[src/rtl/lbct_pkg.sv]
// ----------------------------------------------------------------------------
// lbct_pkg
// Shared constants, codes and types of the labelled byte counter table.
// ----------------------------------------------------------------------------
package lbct_pkg;

	localparam int CAPACITY  = 64;
	localparam int TAG_BITS  = 8;
	localparam int TAG_DEPTH = 2 ** TAG_BITS;
	localparam int SLOT_W    = (CAPACITY > 1) ? $clog2(CAPACITY) : 1;
	localparam int USED_W    = $clog2(CAPACITY + 1);
	localparam int CNT_W     = 48;
	localparam int AMT_W     = 32;

	// Job queue between the classifier and the counter update.
	localparam int QDEPTH = 2;
	localparam int QPTR_W = (QDEPTH > 1) ? $clog2(QDEPTH) : 1;
	localparam int QCNT_W = $clog2(QDEPTH + 1);

	typedef enum logic [1:0] {
		ACT_ADD    = 2'd0,
		ACT_SUB    = 2'd1,
		ACT_QLABEL = 2'd2,
		ACT_QTOTAL = 2'd3
	} action_t;

	typedef enum logic [1:0] {
		STAT_OK    = 2'd0,
		STAT_FULL  = 2'd1,
		STAT_UNDER = 2'd2
	} status_t;

	// What the back end has to do with a classified item.
	typedef enum logic [1:0] {
		KIND_PASS = 2'd0,
		KIND_FULL = 2'd1,
		KIND_SLOT = 2'd2
	} kind_t;

	typedef struct packed {
		kind_t             kind;
		action_t           action;
		logic [AMT_W-1:0]  amount;
		logic [SLOT_W-1:0] slot;
		logic              fresh;
	} job_t;

endpackage

[src/rtl/lbct_front.sv]
// ----------------------------------------------------------------------------
// lbct_front
// Accepts requests, looks the label up in the label-to-slot map and
// allocates a new slot for a missing label.
// ----------------------------------------------------------------------------
module lbct_front (
	input  logic                           clk,
	input  logic                           arst_n,
	input  logic                           in_valid,
	output logic                           in_stall,
	input  logic [1:0]                     action,
	input  logic [lbct_pkg::TAG_BITS-1:0]  tag,
	input  logic [lbct_pkg::AMT_W-1:0]     amount,
	output logic                           push,
	output lbct_pkg::job_t                 push_job,
	input  logic                           q_full
);
	import lbct_pkg::*;

	logic              valid_s1;
	action_t           act_s1;
	logic [TAG_BITS-1:0] tag_s1;
	logic [AMT_W-1:0]  amt_s1;
	logic [SLOT_W-1:0] map_rd_s1;

	logic [SLOT_W-1:0]    map_mem [TAG_DEPTH];
	logic [TAG_DEPTH-1:0] tag_vld_q;
	logic [USED_W-1:0]    used_q;

	logic accept;
	logic hit;
	logic room;
	logic alloc;

	// One request is held at a time, so a map write always lands before
	// the next lookup reads the map.
	assign in_stall = valid_s1;
	assign accept   = in_valid && !valid_s1;
	assign push     = valid_s1 && !q_full;

	always_comb begin
		hit             = tag_vld_q[tag_s1];
		room            = used_q < USED_W'(CAPACITY);
		alloc           = 1'b0;
		push_job.kind   = KIND_PASS;
		push_job.action = act_s1;
		push_job.amount = amt_s1;
		push_job.slot   = map_rd_s1;
		push_job.fresh  = 1'b0;
		priority if (act_s1 == ACT_QTOTAL || (act_s1 == ACT_SUB && amt_s1 == '0)) begin
			push_job.kind = KIND_PASS;
		end else if (hit) begin
			push_job.kind = KIND_SLOT;
		end else if (room) begin
			push_job.kind  = KIND_SLOT;
			push_job.slot  = used_q[SLOT_W-1:0];
			push_job.fresh = 1'b1;
			alloc          = push;
		end else begin
			push_job.kind = KIND_FULL;
		end
	end

	always_ff @(posedge clk or negedge arst_n) begin
		if (!arst_n) begin
			valid_s1  <= 1'b0;
			tag_vld_q <= '0;
			used_q    <= '0;
		end else begin
			if (accept) begin
				valid_s1 <= 1'b1;
			end else if (push) begin
				valid_s1 <= 1'b0;
			end
			if (alloc) begin
				tag_vld_q[tag_s1] <= 1'b1;
				used_q            <= used_q + USED_W'(1);
			end
		end
	end

	always_ff @(posedge clk) begin
		if (accept) begin
			act_s1    <= action_t'(action);
			tag_s1    <= tag;
			amt_s1    <= amount;
			map_rd_s1 <= map_mem[tag];
		end
		if (alloc) begin
			map_mem[tag_s1] <= used_q[SLOT_W-1:0];
		end
	end

endmodule

[config.mk]
export PLATFORM = sky130hd
export DESIGN_NAME = lbct_front
export DESIGN_NICKNAME = d
export VERILOG_FILES = /design/src/rtl/lbct_pkg.sv /design/src/rtl/lbct_front.sv
export SDC_FILE = /design/constraint.sdc
export NUM_CORES = 2
export LEC_CHECK = 0
export ABC_AREA = 1
export BUFFER_PORTS_ARGS = -buffer_cell sky130_fd_sc_hd__clkbuf_2
export CORE_MARGIN = 2
export CORE_UTILIZATION = 30
export DETAILED_ROUTE_END_ITERATION = 8
export HOLD_SLACK_MARGIN = 0.02
export PLACE_DENSITY = 0.42
export SYNTH_ARGS = -nofsm -noshare
export SYNTH_HDL_FRONTEND = slang
export SYNTH_SLANG_ARGS = --single-unit
[constraint.sdc]
create_clock -name clk -period 12.38 [get_ports clk]
set_input_delay 0.619 -clock clk [delete_from_list [all_inputs] [get_ports clk]]
set_output_delay 0.619 -clock clk [all_outputs]
set_load 0.02 [all_outputs]
==> summary.txt <==
Route
  – Vias/cell: approximately 5.2
  – DRC viols: 0
  – DR pass1 iterations: 5
  – Post-route ant nets: 0
  – Routed WL: 263000 um
  – Routed length per placed instance: around 24 um
  – Iteration-0 DRC Markers: 5006
  – Vias: around 56000

Cells and area
  – Fillers: between 20000 and 30000
  – Area Overhead vs Synth: 12.8%
  – Register area: 54200 um2
  – Final Net Count: around 7200
  – Area of the multi-input gates: 22100 um2
  – Fin cells: 10874
  – Fraction of layout cells with a size suffix above 1: 7.06%

Timing
  – Final worst setup slack: about 5.9 ns
  – Accumulated negative setup slack: 0 ns
  – Fin. max-slew vios: 0
  – Max frequency: between 150 and 200 MHz
  – Fin crit share: 52.6%
  – Hold Fails Final Rpt: 0
  – Slew @ Worst Pin: ~1.1 ns
  – Rel. slew slack: 27.0%
  – Setup Skew: around 0.049 ns
  – Tmin final: 6.51 ns
  – Unrepaired setup endpoints after global routing: no
  – Final number of setup-violating endpoints: 0

Power and ir drop
  – Cell Pwr Density: between 150 and 200 nW/um2
  – Leakage: approximately 35 nW
  – Max IR drop VDD: between 100 and 150 uV
  – Final Power: about 13 mW

CTS
  – CTS clock-pin slew for the worst setup and hold paths: 0.06 ns
  – CTS tree: done
  – Total CTS buffers: ~200
  – Skew-Pair Late Insertion Delay: 0.86 ns
  – Max clock buf depth: 3
  – PostCTS Resize Cnt: 0
  – Clock Sinks: 1848
  – Root Driver: clkbuf_16
  – CTS H-tree lvls: 4

Place
  – GP Congestion: 0.798
  – HPWL after DPL: between 100000 and 150000 um
  – DP Cell Count: ~10000
  – Setup slack at placement: about 6.1 ns
  – IO Port Bufs: 90

Yosys
  – Post-synthesis cell count: about 7300
  – Largest family of logic cells by synthesized area: simple AND/OR/NAND/NOR gates
  – Synthesized-area fraction occupied by adder cells: less than 1%
  – FF+latch count, synth: ~1800
  – Mux cell area share after synthesis: 0%
  – Part of the Yosys area used for sequential elements: 68.2%
  – Synth Area in Simple Gates: roughly 17%
  – Library cells used by synthesis: 30
  – Synth warn: 0
  – Syn nets: about 7400
  – Compound-cell area share of the yosys netlist: 11.0%
  – Mapped Area: around 80000 um2
  – Xor and xnor area share after synthesis: less than 1%
  – Syn_area_per_cell: 10.8 um2

Die
  – IO Pins: just over 90
  – Core footprint: between 200000 and 300000 um2
  – Standard-cell row count: between 150 and 200
  – Die area: 269000 um2
  – Horiz. Die Dim: 518 um
  – Initial Utilization: 30.2%
  – Die height: 518 um

Critical path
  – Critical-path cell with the highest stage delay: buf_4
  – Critical path class: reg2out
  – Startpoint types: flop
  – Crit path max-delay family: buffers and inverters
  – Worst Path Buf+Inv: 5
  – Crit. End Element: output pin
  – Critical path's largest stage delay: 0.71 ns
  – Worst path most repeated cell: nand2_1
  – CP required: between 10 and 15 ns
  – Crit Path Max Fanout: between 150 and 200
  – CP Cell Sequence: buf_12 -> inv_2 -> nand2_1 -> nand2_1 -> nand2_1 -> nand2_1 -> nand2_1 -> nand2_1 -> nor2_1 -> nor2_1 -> nor2_1 -> nand2_1 -> nand2_1 -> nand2_2 -> nor2_8 -> buf_4 -> buf_12 -> a21oi_1 -> clkbuf_2
  – CP arrival: 5.89 ns

GRT
  – Largest net degree at the start of global routing: around 190
  – Initial antenna violation count: 15
  – Gr ovfl total: 0
  – Gr usage total: a little under a fifth
  – Vias in the first global route: about 56000
  – First-pass GRT wire length: 388000 um

Outcome
  – Status: finished clean

Hold path
  – Hold crit path type: in2reg

Run
  – MaxCap Viol Count: 0
-- sequential cells by signal, summed over array words and instances (netlist names) --
register	cells
in_stall	1
tag_vld_q	256
amt_s1	32
used_q	7
map_rd_s1	6
act_s1	2
map_mem	1536
tag_s1	8
-- per-layer routing --
| layer | routed length (um) | track usage [%] |
|---|---|---|
| met5 | 13 | 0 |
| met4 | 6140 | 5.32 |
| met3 | 12400 | 2.40 |
| met2 | 123000 | 30.7 |
| met1 | 122000 | 27.1 |
-- placed cells by master, fill, tap and decap left out, types with 4 or more instances in the layout --
cell           count
nand2_1         1517
o21ai_0          932
o21bai_1         155
inv_1            160
buf_12            14
dlygate4sd3_1     37
xor2_1             5
clkinv_1          54
clkbuf_8          13
clkbuf_1          39
nand4_1          265
dfrtp_1          258
nand2_4           16
nor4_1             9
diode_2            4
clkinvlp_4         4
inv_6              8
a21oi_1           50
nor2_1          1078
nand3_1          254
dfrtp_4            6
buf_4             76
nand4_4           14
edfxtp_1        1584
clkbuf_2          84
o21ai_1           58
clkinv_2          31
o22ai_1          378
clkbuf_16        207
bufinv_16         13
-- final timing paths --
check	from	to	slack, ns	cells after the start
worst max-delay path	tag_s1[0]	push_job[42]	5.87	19
worst min-delay path	tag[7]	tag_s1[7]	0.13	1
worst max register to register	tag_s1[0]	map_mem[183][3]	6.12	19
worst min register to register	tag_vld_q[8]	tag_vld_q[8]	0.46	2
max in group asynchronous	arst_n	tag_vld_q[23]	10.49	3
min in group asynchronous	arst_n	tag_vld_q[255]	0.39	2
-- cells in the mapped netlist (all sizes together) --
cell	count	area share, %
nor4	9	0.071
ha	1	0.016
nor2	1085	5.2
buf	152	1.2
o21ai	990	6.2
xor2	5	0.055
edfxtp	1584	60
clkbuf	432	2.0
nand4	281	2.5
nor3	2	0.013
nand3	255	1.6
nand2	1536	7.3
a21oi	51	0.33
o22ai	378	3.0
inv	164	0.78
dfrtp	264	8.3
o21bai	155	1.5
clkinv	3	0.014
-- cell type report --
class | instances | share of cell area (%)
Timing Repair Buffer | 216 | 1.90
Inverter | 167 | 0.725
Clock inverter | 118 | 1.10
Multi-Input combinational cell | 4748 | 24.7
Tap cell | 3515 | 4.91
Clock buffer | 258 | 6.13
Sequential cell | 1848 | 60.5
Antenna cell | 4 | 0.0112
-- where the power goes --
group	switching (mW)	internal, mW
registers	0.00803	6.69
clock network	2.57	3.40
logic	0.602	0.183
-- what timing repair did --
action / CTS / global route
setup buffers: 0 / 0
hold endpoints to repair: 124 / 0
hold buffers: 37 / 0
-- kinds of logic after synthesis --
| kind of cell | count (synthesis) |
|---|---|
| AO/OA/AOI/OAI | 1574 |
| XOR/XNOR | 5 |
| buffers and inverters | 751 |
| adder cells (fa/ha/maj) | 1 |
| AND/OR/NAND/NOR | 3168 |
| flip-flops | 1848 |
-- stage by stage --
stage	instance area (um2)	hold slack, ns	utilization, %
2_1_floorplan	79400	0.323	-
3_3_place_gp	82700	0.447	31.5
3_5_place_dp	82700	0.448	31.5
4_1_cts	89600	0.0540	34.1
5_1_grt	89600	0.115	34.1
6_report	89600	0.130	34.1
No activity file was read; power rests on OpenSTA's default activity.
