## config.mk

```make
export PLATFORM = sky130hd
export DESIGN_NAME = lbct_queue
export DESIGN_NICKNAME = d
export VERILOG_FILES = /design/src/rtl/lbct_pkg.sv /design/src/rtl/lbct_queue.sv
export SDC_FILE = /design/constraint.sdc
export NUM_CORES = 1
export LEC_CHECK = 0
export ABC_AREA = 1
export BUFFER_PORTS_ARGS = -buffer_cell sky130_fd_sc_hd__buf_4
export CAP_MARGIN = 15
export CORE_MARGIN = 2
export CORE_UTILIZATION = 47
export DETAILED_ROUTE_END_ITERATION = 10
export PLACE_DENSITY = 0.76
export SLEW_MARGIN = 15
export SYNTH_ARGS = -nofsm -noshare
export SYNTH_HDL_FRONTEND = slang
export SYNTH_SLANG_ARGS = --single-unit
```

## constraint.sdc

```tcl
create_clock -name clk -period 2.8 [get_ports clk]
set_input_delay 0.14 -clock clk [delete_from_list [all_inputs] [get_ports clk]]
set_output_delay 0.14 -clock clk [all_outputs]
set_load 0.01 [all_outputs]
```

## src/rtl/lbct_pkg.sv

```systemverilog
// ----------------------------------------------------------------------------
// lbct_pkg
// Shared constants, codes and types of the labelled byte counter table.
// ----------------------------------------------------------------------------
package lbct_pkg;

	localparam int CAPACITY  = 64;
	localparam int TAG_BITS  = 8;
	localparam int TAG_DEPTH = 2 ** TAG_BITS;
	localparam int SLOT_W    = (CAPACITY > 1) ? $clog2(CAPACITY) : 1;
	localparam int USED_W    = $clog2(CAPACITY + 1);
	localparam int CNT_W     = 48;
	localparam int AMT_W     = 32;

	// Job queue between the classifier and the counter update.
	localparam int QDEPTH = 2;
	localparam int QPTR_W = (QDEPTH > 1) ? $clog2(QDEPTH) : 1;
	localparam int QCNT_W = $clog2(QDEPTH + 1);

	typedef enum logic [1:0] {
		ACT_ADD    = 2'd0,
		ACT_SUB    = 2'd1,
		ACT_QLABEL = 2'd2,
		ACT_QTOTAL = 2'd3
	} action_t;

	typedef enum logic [1:0] {
		STAT_OK    = 2'd0,
		STAT_FULL  = 2'd1,
		STAT_UNDER = 2'd2
	} status_t;

	// What the back end has to do with a classified item.
	typedef enum logic [1:0] {
		KIND_PASS = 2'd0,
		KIND_FULL = 2'd1,
		KIND_SLOT = 2'd2
	} kind_t;

	typedef struct packed {
		kind_t             kind;
		action_t           action;
		logic [AMT_W-1:0]  amount;
		logic [SLOT_W-1:0] slot;
		logic              fresh;
	} job_t;

endpackage

```

## src/rtl/lbct_queue.sv

```systemverilog
// ----------------------------------------------------------------------------
// lbct_queue
// Short job queue that decouples the classifier from the counter update.
// ----------------------------------------------------------------------------
module lbct_queue (
	input  logic           clk,
	input  logic           arst_n,
	input  logic           push,
	input  lbct_pkg::job_t push_job,
	output logic           full,
	input  logic           pop,
	output lbct_pkg::job_t pop_job,
	output logic           nonempty
);
	import lbct_pkg::*;

	job_t              mem_q [QDEPTH];
	logic [QPTR_W-1:0] wr_ptr_q;
	logic [QPTR_W-1:0] rd_ptr_q;
	logic [QCNT_W-1:0] count_q;

	assign full     = count_q == QCNT_W'(QDEPTH);
	assign nonempty = count_q != '0;
	assign pop_job  = mem_q[rd_ptr_q];

	always_ff @(posedge clk or negedge arst_n) begin
		if (!arst_n) begin
			wr_ptr_q <= '0;
			rd_ptr_q <= '0;
			count_q  <= '0;
		end else begin
			if (push) begin
				wr_ptr_q <= (wr_ptr_q == QPTR_W'(QDEPTH - 1)) ? '0 : wr_ptr_q + QPTR_W'(1);
			end
			if (pop) begin
				rd_ptr_q <= (rd_ptr_q == QPTR_W'(QDEPTH - 1)) ? '0 : rd_ptr_q + QPTR_W'(1);
			end
			unique case ({push, pop})
				2'b10:   count_q <= count_q + QCNT_W'(1);
				2'b01:   count_q <= count_q - QCNT_W'(1);
				default: count_q <= count_q;
			endcase
		end
	end

	always_ff @(posedge clk) begin
		if (push) begin
			mem_q[wr_ptr_q] <= push_job;
		end
	end

endmodule

```

==> results of run 1 <==
-- worst max-delay path by stage --
stage / to / start
floorplan: mem_q[0][0] / wr_ptr_q
global placement: mem_q[1][11] / wr_ptr_q
detailed placement: mem_q[1][10] / wr_ptr_q
CTS: pop_job[26] / rd_ptr_q
global route: pop_job[40] / rd_ptr_q
finish: pop_job[42] / rd_ptr_q
-- report_power, final --
group	internal [mW]	total, mW	leakage, nW	switching [mW]
clock	0.312	0.717	0.0796	0.405
combinational	0.646	1.39	1.10	0.745
sequential	1.79	1.94	0.853	0.144
-- through the flow --
stage	hold WS (ns)	util, %
6_report	0.150	69.5
5_1_grt	0.158	69.5
4_1_cts	0.112	69.5
3_5_place_dp	-0.0581	60.6
3_3_place_gp	-0.0601	60.6
2_1_floorplan	-0.156	-
-- synthesized netlist by cell type --
| cell | instances |
|---|---|
| edfxtp_1 | 86 |
| buf_2 | 2 |
| xor2_1 | 2 |
| clkbuf_1 | 3 |
| nand4_1 | 1 |
| o21ai_0 | 38 |
| inv_1 | 49 |
| nand2_1 | 49 |
| buf_6 | 3 |
| buf_4 | 1 |
| o21ai_1 | 5 |
| dfrtp_1 | 4 |
| ha_1 | 1 |
| xnor2_1 | 1 |
| nor2_1 | 2 |
| nand3_1 | 1 |
-- sequential cells by signal, indices dropped and copies added, names as in the netlist --
signal    flops
rd_ptr_q      1
count_q       2
wr_ptr_q      1
mem_q        86
-- logic make-up (layout without fill, tap and decap cells) --
family                     count (synthesis)  count (layout)  share of synthesized area, %
DFF                                       90              90                          79.2
buffers and inverters                     58             204                          7.28
and+or+nand+nor                           53              53                          5.99
AOI/OAI and AO/OA                         43              43                          6.36
xor gates and xnor gates                   3               3                         0.776
adders and majority gates                  1               1                         0.369
-- layout make-up --
type / count / area, sq um / share of cell area [%]
Clock buffer: 11 / 131 / 2.75
Clock inverter: 5 / 21.3 / 0.445
Inverter: 49 / 184 / 3.85
Multi-Input combinational cell: 100 / 464 / 9.72
Sequential cell: 90 / 2680 / 56.2
Tap cell: 96 / 120 / 2.52
Timing Repair Buffer: 139 / 1170 / 24.5
-- routing by layer --
metal / vias to the layer above / GRT usage, % / routed length [microns] / part of all wire (%)
li1: 1107 / - / - / -
met1: 1007 / 19.8 / 2530 / 40
met3: 20 / 4.38 / 343 / 5.4
met5: - / 0 / 0 / 0
met4: 0 / 9.09 / 186 / 2.9
met2: 76 / 30.7 / 3330 / 52
==> summary.md, run 1 <==
| Metric | Value |
|---|---|
| Seq/Total Area, Yosys | `79.2%` |
| Area grow syn2layout | `41.1%` |
| Proportion of layout cells with a drive suffix above 1 | `between 20% and 30%` |
| Syn Inst Count | `about 250` |
| Syn_nets | `296` |
| Post-detailed-routing wire length | `6.39 mm` |
| CTS tree | `done` |
| Slack of the critical path | `0.937 ns` |
| Commonest non-fill, non-tap cell in the layout | `buf_4` |
| RSZ-0062 raised after global routing | `false` |
| Max cap viols | `0` |
| Antenna violations before repair | `0` |
| DPL Wire Length | `3.66 mm` |
| CP Max Fanout | `between 50 and 60` |
| CTS Buf Count | `9` |
| Global-route total usage across every layer | `around 18%` |
| Worst Setup End Kind | `output pin` |
| Slew margin rel. | `a little under two fifths` |
| Clk sinks | `90` |
| Final Power | `4.04 mW` |
| H-Tree Depth | `3` |
| Nets | `between 400 and 500` |
| Crit path depth | `4` |
| Worst path required time | `2.66 ns` |
| Die width | `88.9 microns` |
| Fmax | `0.537 GHz` |
| Clock root buffer | `clkbuf_8` |
| Syn Std Cell Area | `between 3000 and 4000 sq um` |
| Crit path time final | `1.86 ns` |
| Clock-pin transition on the worst setup and hold timing paths | `about 0.080 ns` |
| Final setup violation count | `0` |
| YS warnings | `0` |
| Initial DRT Pass Iterations | `4` |
| GR Overflow Total | `0` |
| DIE AREA | `7900 sq um` |
| Cell breakdown of the critical path | `buf_12, nand2_1, o21ai_0, buf_4` |
| R2R cell count | `2` |
| CP max stage delay | `0.73 ns` |
| Core region area | `between 6000 and 7000 sq um` |
| Largest net degree at the start of global routing | `52` |
| Worst Max-Slew Pin Slew | `approximately 0.9 ns` |
| Hold Path Class | `in -> async` |
| Clk_skew | `0.00672 ns` |
| Leakage | `2.03 nW` |
| Placed inst area | `about 4200 sq um` |
| Final worst path period share | `roughly 67%` |
| Iter 0 DRT Violations | `122` |
| Startpoint types | `register` |
| Cell variety after synth | `16` |
| Row Count | `30` |
| Fin area | `around 4800 sq um` |
| DRC Markers | `0` |
| CTS max path bufs | `2` |
| Status | `complete, no violations` |
| Drt via density | `around 4.5` |
| WP data arrival | `1.72 ns` |
| IO Pins | `92` |
| Cells after DPL | `428` |
| Ant diodes | `0` |
| Initial Util | `49.3%` |
| Fillers | `488` |
| Top cells by area, synth | `edfxtp_1 76%, o21ai_0 5.6%, inv_1 5.4%` |
| Worst IR Drop VDD | `~0.0006 V` |
| Setup slack, reg-to-reg | `about 1.2 ns` |
| Worst slack, placed | `1.20 ns` |
| Worst R2R End | `mem_q[1][4]` |
| Max Slew Vio Count | `0` |
| First-pass GRT wire length | `10.1 mm` |
| Post_cts resized | `0` |
| Top delay family on crit path | `flip-flops` |
| Via count | `2210` |
| Crit Reg-Reg Startpoint | `wr_ptr_q` |
| Share of the synthesized area in the top cell type | `76.3%` |
| Vias in the first global route | `2235` |
| Die Ht | `around 90 microns` |
| Post-Layout Cell Count | `490` |
| Number of synthesized register bits | `90` |
| Largest area contributor in the netlist | `edfxtp_1` |
| Fin. Hold Viols | `0` |
| Power per standard cell area | `between 800 and 900 nW/um^2` |
| WL/cell | `about 13 microns` |
| Gpl congestion | `0.694` |
| Commonest non-fill, non-tap cells in the layout | `92 x buf_4, 86 x edfxtp_1, 49 x nand2_1` |
| IO buf count | `91` |
| Critical path type | `reg -> out` |
| Synth Area per Inst | `13.7 sq um` |
| Buffers and inverters on the worst path | `2` |
| Routed Antenna Nets | `0` |
| Slowest CP cell | `dfrtp_2` |
| Clk_lat worst skew | `0.33 ns` |
| Hold buffer count at cts | `46` |
| Setup TNS | `0 ns` |
| Postcts setup bufs | `0` |
Power figures use the tool's default switching activity.
==> run 2, diff against run 1 <==
--- a/config.mk
+++ b/config.mk
@@ -5,13 +5,13 @@
 export SDC_FILE = /design/constraint.sdc
 export NUM_CORES = 1
 export LEC_CHECK = 0
-export ABC_AREA = 1
+export ABC_AREA = 0
 export BUFFER_PORTS_ARGS = -buffer_cell sky130_fd_sc_hd__buf_4
 export CAP_MARGIN = 15
 export CORE_MARGIN = 2
-export CORE_UTILIZATION = 47
+export CORE_UTILIZATION = 52
 export DETAILED_ROUTE_END_ITERATION = 10
-export PLACE_DENSITY = 0.76
+export PLACE_DENSITY = 0.79
 export SLEW_MARGIN = 15
 export SYNTH_ARGS = -nofsm -noshare
 export SYNTH_HDL_FRONTEND = slang
==> constraint.sdc (replaced) <==
create_clock -name clk -period 1.8 [get_ports clk]
set_input_delay 0.09 -clock clk [delete_from_list [all_inputs] [get_ports clk]]
set_output_delay 0.09 -clock clk [all_outputs]
set_load 0.01 [all_outputs]
==> summary.md, run 2 <==
| Metric | Value |
|---|---|
| Fmax | `0.583 GHz` |
| Clock root buffer | `clkbuf_8 (unchanged)` |
| Largest net degree at the start of global routing | `32 (was 52)` |
| IO Pins | `92 (unchanged)` |
| Synth Area per Inst | `23.3 sq um (was 13.7 sq um)` |
| CTS tree | `done (unchanged)` |
| Critical path type | `reg -> out (unchanged)` |
| Gpl congestion | `0.759 (was 0.694)` |
| Worst Setup End Kind | `output pin (unchanged)` |
| WP data arrival | `1.63 ns (was 1.72 ns)` |
| Ant diodes | `0 (unchanged)` |
| Hold_ws | `0.0841 ns (was 0.150 ns)` |
| Die Ht | `85.9 microns (was 88.9 microns)` |
| Worst path required time | `1.71 ns (was 2.66 ns)` |
| Slew margin rel. | `72.7% (was 38.3%)` |
| Postcts setup bufs | `0 (unchanged)` |
| Final worst path period share | `95.3%` |
| Share of the synthesized area in the top cell type | `74.0% (was 76.3%)` |
| Top cells by area, synth | `edfxtp_1 74%, mux2_4 17%, dfrtp_1 2.9% (was edfxtp_1 76%, o21ai_0 5.6%, inv_1 5.4%)` |
| Initial DRT Pass Iterations | `3 (was 4)` |
| IO buf count | `91 (unchanged)` |
| Crit path time final | `1.72 ns` |
| Nets | `348 (was 437)` |
| Worst slack, placed | `0.356 ns (was 1.20 ns)` |
| Hold Path Class | `in -> async (unchanged)` |
| Die width | `85.9 microns (was 88.9 microns)` |
| Largest registers | `mem_q (86), count_q (2) (unchanged)` |
| Syn Std Cell Area | `3490 sq um (was 3390 sq um)` |
| Clk_lat worst skew | `0.34 ns (was 0.33 ns)` |
| First-pass GRT wire length | `9.38 mm (was 10.1 mm)` |
| CP Max Fanout | `15 (was 51)` |
| Largest register FFs | `86 (unchanged)` |
| DPL Wire Length | `3.68 mm (was 3.66 mm)` |
| Iter 0 DRT Violations | `78 (was 122)` |
| Async SR Flop Fraction | `4.44% (unchanged)` |
| Post-Layout Cell Count | `382 (was 490)` |
| CTS max path bufs | `2 (unchanged)` |
| RSZ-0062 raised after global routing | `false (unchanged)` |
| Area grow syn2layout | `40.7% (was 41.1%)` |
| YS warnings | `0 (unchanged)` |
| H-Tree Depth | `3 (unchanged)` |
| Post-detailed-routing wire length | `6.00 mm (was 6.39 mm)` |
| Largest area contributor in the netlist | `edfxtp_1 (unchanged)` |
| Row Count | `29 (was 30)` |
| Proportion of layout cells with a drive suffix above 1 | `52.5% (was 27.2%)` |
| Final setup violation count | `0 (unchanged)` |
| Max cap viols | `0 (unchanged)` |
| Clk sinks | `90 (unchanged)` |
| Ys flop type | `edfxtp_1 (unchanged)` |
| Cell breakdown of the critical path | `buf_12, mux2_4, buf_4 (was buf_12, nand2_1, o21ai_0, buf_4)` |
| Cells after DPL | `320 (was 428)` |
| Vias in the first global route | `1958 (was 2235)` |
| Drt via density | `4.80 (was 4.51)` |
| Commonest non-fill, non-tap cells in the layout | `95 x buf_4, 86 x edfxtp_1, 46 x dlygate4sd3_1 (was 92 x buf_4, 86 x edfxtp_1, 49 x nand2_1)` |
| Most common cell in the netlist | `edfxtp_1 (unchanged)` |
| Setup slack, reg-to-reg | `0.51 ns (was 1.21 ns)` |
| Number of synthesized register bits | `90 (unchanged)` |
| Leakage | `1.99 nW (was 2.03 nW)` |
| Global-route total usage across every layer | `17.2% (was 17.5%)` |
| DIE AREA | `7380 sq um (was 7900 sq um)` |
| Core region area | `6420 sq um (was 6870 sq um)` |
| Worst Max-Slew Pin Slew | `0.409 ns (was 0.924 ns)` |
| Initial Util | `54.4% (was 49.3%)` |
| Commonest non-fill, non-tap cell in the layout | `buf_4 (unchanged)` |
| Clock-pin transition on the worst setup and hold timing paths | `0.09 ns (was 0.08 ns)` |
| Max Slew Vio Count | `0 (unchanged)` |
| Status | `complete, no violations (unchanged)` |
| Slowest CP cell | `dfrtp_4 (was dfrtp_2)` |
| CTS Buf Count | `9 (unchanged)` |
| Synth top cells by count | `86 x edfxtp_1, 39 x mux2_4, 4 x buf_12, 4 x dfrtp_1, 4 x mux2_2 (was 86 x edfxtp_1, 49 x inv_1, 49 x nand2_1)` |
| Fin area | `4910 sq um (was 4780 sq um)` |
| Cell variety after synth | `14 (was 16)` |
| Startpoint types | `register (unchanged)` |
| WL/cell | `15.7 microns (was 13.0 microns)` |
| Setup TNS | `0 ns (unchanged)` |
| Largest register by flop count | `mem_q (unchanged)` |
| Fin. Hold Viols | `0 (unchanged)` |
| Routed Antenna Nets | `0 (unchanged)` |
| Syn Inst Count | `150 (was 248)` |
| R2R cell count | `2 (unchanged)` |
| Power per standard cell area | `1360 nW/um^2 (was 847 nW/um^2)` |
| CP max stage delay | `0.61 ns (was 0.73 ns)` |
| DRC Markers | `0 (unchanged)` |
| Placed inst area | `4280 sq um (was 4160 sq um)` |
| Slack of the critical path | `0.0839 ns (was 0.937 ns)` |
| Antenna violations before repair | `0 (unchanged)` |
| Finished Core Util | `76.5% (was 69.5%)` |
| Fillers | `385 (was 488)` |
| Syn_nets | `198 (was 296)` |
| Seq/Total Area, Yosys | `76.8% (was 79.2%)` |
| Worst IR Drop VDD | `0.000819 V (was 0.000597 V)` |
| EDFF count, synth | `86 (unchanged)` |
| Via count | `1835 (was 2210)` |
| Clk_skew | `0.0133 ns (was 0.00672 ns)` |
| Final Power | `6.66 mW (was 4.04 mW)` |
| GR Overflow Total | `0 (unchanged)` |
[run 2: cell families (layout without fill, tap and decap cells)]
group                    after synthesis  after routing  synth area share, %
adder cells (fa/ha/maj)                1              1                0.358
AND/OR/NAND/NOR                        5              5                0.753
XOR/XNOR                               5              5                 1.25
buffers and inverters                  6            161                 2.72
multiplexers                          43             43                 18.1
flip-flops                            90             90                 76.8
[run 2: worst max-delay path, delay by kind of cell (launching register included)]
kind                   cells  cell delay (ns)
multiplexers               1             0.32
flip-flops                 1             0.61
buffers and inverters      2             0.35
[run 2: timing repair]
action / CTS / global route
endpoints found under the setup margin: 31 / 0
gates resized for setup: 1 / 0
hold buffers: 46 / 0
hold endpoints to repair: 92 / 0
[run 2: cell type report]
cell class | instances | area [sq um] | share of cell area (%)
inverter | 1 | 3.75 | 0.0764
clock inverter | 7 | 46.3 | 0.942
sequential | 90 | 2690 | 54.7
multi-input combinational | 54 | 722 | 14.7
timing repair buffer | 144 | 1230 | 25.1
clock buffer | 9 | 124 | 2.52
tap | 77 | 96.3 | 1.96
[run 2: power by group]
part / switching [mW] / total (mW) / internal [mW] / leakage [nW]
Combinational: 0.997 / 2.49 / 1.49 / 1.06
Sequential: 0.214 / 3.00 / 2.79 / 0.853
Clock: 0.671 / 1.17 / 0.496 / 0.0826
[run 2: worst paths after layout]
path / from / endpoint
min in group clk: push_job[6] / mem_q[0][6]
worst min-delay path: arst_n / count_q[1]
max in group asynchronous: arst_n / rd_ptr_q
worst max-delay path: rd_ptr_q / pop_job[18]
worst max register to register: wr_ptr_q / mem_q[0][4]
worst min register to register: count_q[1] / count_q[1]
[run 2: per-layer routing]
metal  global-route usage, %  part of all wire [%]
met1                    19.4                    40
met2                    30.2                    52
met3                    4.33                   5.6
met4                    8.51                   1.9
met5                       0                     0
==> run 3, diff against run 2 <==
--- a/config.mk
+++ b/config.mk
@@ -6,12 +6,14 @@
 export NUM_CORES = 1
 export LEC_CHECK = 0
 export ABC_AREA = 0
-export BUFFER_PORTS_ARGS = -buffer_cell sky130_fd_sc_hd__buf_4
+export BUFFER_PORTS_ARGS = -buffer_cell sky130_fd_sc_hd__buf_2
 export CAP_MARGIN = 15
+export CELL_PAD_IN_SITES_DETAIL_PLACEMENT = 0
+export CELL_PAD_IN_SITES_GLOBAL_PLACEMENT = 1
 export CORE_MARGIN = 2
-export CORE_UTILIZATION = 52
+export CORE_UTILIZATION = 44
 export DETAILED_ROUTE_END_ITERATION = 10
-export PLACE_DENSITY = 0.79
+export PLACE_DENSITY_LB_ADDON = 0.1
 export SLEW_MARGIN = 15
 export SYNTH_ARGS = -nofsm -noshare
 export SYNTH_HDL_FRONTEND = slang
==> summary.md, run 3 (synthesized netlist as in run 2, its figures left out) <==
| Metric | Value |
|---|---|
| Core region area | `7690 sq um (was 6420 sq um)` |
| Worst Max-Slew Pin Slew | `0.376 ns (was 0.409 ns)` |
| Iter 0 DRT Violations | `81 (was 78)` |
| First-pass GRT wire length | `8.25 mm (was 9.38 mm)` |
| Hold Path Class | `in -> async (unchanged)` |
| Nets | `347 (was 348)` |
| Post-detailed-routing wire length | `5.63 mm (was 6.00 mm)` |
| Proportion of layout cells with a drive suffix above 1 | `52.0% (was 52.5%)` |
| WL/cell | `13.9 microns (was 15.7 microns)` |
| Antenna violations before repair | `0 (unchanged)` |
| WP data arrival | `1.48 ns (was 1.63 ns)` |
| Final worst path period share | `87.1% (was 95.3%)` |
| Gr busiest metal | `met2 (unchanged)` |
| Status | `complete, no violations (unchanged)` |
| DPL Wire Length | `3.66 mm (was 3.68 mm)` |
| Global-route total usage across every layer | `13.1% (was 17.2%)` |
| Commonest non-fill, non-tap cell in the layout | `buf_2 (was buf_4)` |
| IO Pins | `92 (unchanged)` |
| Worst path required time | `1.71 ns (about the same)` |
| Fmax | `0.638 GHz (was 0.583 GHz)` |
| DRC Markers | `0 (unchanged)` |
| CTS tree | `done (unchanged)` |
| GR Overflow Total | `0 (unchanged)` |
| Postcts setup bufs | `0 (unchanged)` |
| CP Max Fanout | `21 (was 15)` |
| Commonest non-fill, non-tap cells in the layout | `91 x buf_2, 86 x edfxtp_1, 46 x dlygate4sd3_1 (was 95 x buf_4, 86 x edfxtp_1, 46 x dlygate4sd3_1)` |
| Largest register FFs | `86 (unchanged)` |
| GR Util met1 | `16.6% (was 19.4%)` |
| Via count | `1783 (was 1835)` |
| Global-route track usage on met3 | `2.74% (was 4.33%)` |
| Ant diodes | `0 (unchanged)` |
| Max cap viols | `0 (unchanged)` |
| Largest net degree at the start of global routing | `28 (was 32)` |
| Routed Antenna Nets | `0 (unchanged)` |
| H-Tree Depth | `3 (unchanged)` |
| Largest registers | `mem_q (86), count_q (2) (unchanged)` |
| DIE AREA | `8660 sq um (was 7380 sq um)` |
| Vias in the first global route | `1698 (was 1958)` |
| RSZ-0062 raised after global routing | `false (unchanged)` |
| Setup TNS | `0 ns (unchanged)` |
| Fin. Hold Viols | `0 (unchanged)` |
| Die width | `93.1 microns (was 85.9 microns)` |
| Clk_lat worst skew | `0.34 ns (about the same)` |
| Initial DRT Pass Iterations | `4 (was 3)` |
| Slew margin rel. | `74.9% (was 72.7%)` |
| IO buf count | `91 (unchanged)` |
| Startpoint types | `register (unchanged)` |
| Final setup violation count | `0 (unchanged)` |
| Clock-pin transition on the worst setup and hold timing paths | `0.08 ns (was 0.09 ns)` |
| Hold_ws | `0.0813 ns (was 0.0841 ns)` |
| CTS max path bufs | `2 (unchanged)` |
| Drt via density | `4.39 (was 4.80)` |
| Initial Util | `45.4% (was 54.4%)` |
| Worst Setup End Kind | `output pin (unchanged)` |
| Largest register by flop count | `mem_q (unchanged)` |
| Die Ht | `93.1 microns (was 85.9 microns)` |
| Power per standard cell area | `1370 nW/um^2 (was 1360 nW/um^2)` |
| CTS Buf Count | `9 (unchanged)` |
| Critical path type | `reg -> out (unchanged)` |
| Crit path time final | `1.57 ns (was 1.72 ns)` |
| Clock root buffer | `clkbuf_8 (unchanged)` |
| Row Count | `32 (was 29)` |
| Clk_skew | `0.00530 ns (was 0.0133 ns)` |
| Max Slew Vio Count | `0 (unchanged)` |
| Leakage | `1.91 nW (was 1.99 nW)` |
| Worst IR Drop VDD | `0.000702 V (was 0.000819 V)` |
| Met2 global-route usage | `21.1% (was 30.2%)` |
| Clk sinks | `90 (unchanged)` |
| Area grow syn2layout | `34.9% (was 40.7%)` |
| Gpl congestion | `0.664 (was 0.759)` |
[run 3: area by class of cell]
cell class	count	area, sq um
fillers	607	2980
flip-flops and latches	90	2680
repair buffers	143	986
multi-input cells	54	722
clock buffers	11	131
well taps	102	128
clock inverters	5	55.1
inverters	1	3.75
[run 3: what timing repair did]
action,CTS,global route
resized for setup,0,0
endpoints found under the hold margin,92,0
hold buffers,46,0
[run 3: worst paths after layout]
kind                         startpoint            to  slack (ns)  depth (start not counted)
max                            rd_ptr_q   pop_job[22]        0.23                          3
min                              arst_n    count_q[1]        0.08                          2
max reg2reg                    wr_ptr_q  mem_q[1][35]        0.52                          2
min reg2reg                  count_q[1]    count_q[1]        0.49                          1
max in group asynchronous        arst_n      rd_ptr_q        1.59                          2
min in group clk           push_job[23]  mem_q[0][23]        0.46                          2
[run 3: worst max-delay path, cell delays in order, from the launching register on]
cell and delay (ns):
dfrtp_2 0.41, buf_12 0.21, mux2_2 0.37, buf_2 0.14
[run 3: layer usage]
layer / wire [microns] / up-vias
met5: 0 / -
met4: 95 / 0
met3: 246 / 8
met2: 2810 / 52
met1: 2480 / 845
li1: - / 878
[run 3: power by group]
part	total (mW)	switching (mW)	internal, mW
registers	2.92	0.133	2.78
clock network	1.27	0.635	0.638
logic	2.24	1.03	1.21
[run 3: stage by stage]
stage	total power, mW	utilization, %	instance area (sq um)	setup slack [ns]	std cells
3_3_place_gp	5.16	52.8	4060	0.543	344
2_1_floorplan	4.58	-	3500	0.317	150
4_1_cts	6.52	61.3	4710	0.202	406
6_report	6.43	61.3	4710	0.231	406
5_1_grt	6.76	61.3	4710	0.178	406
3_5_place_dp	5.17	52.8	4060	0.520	344
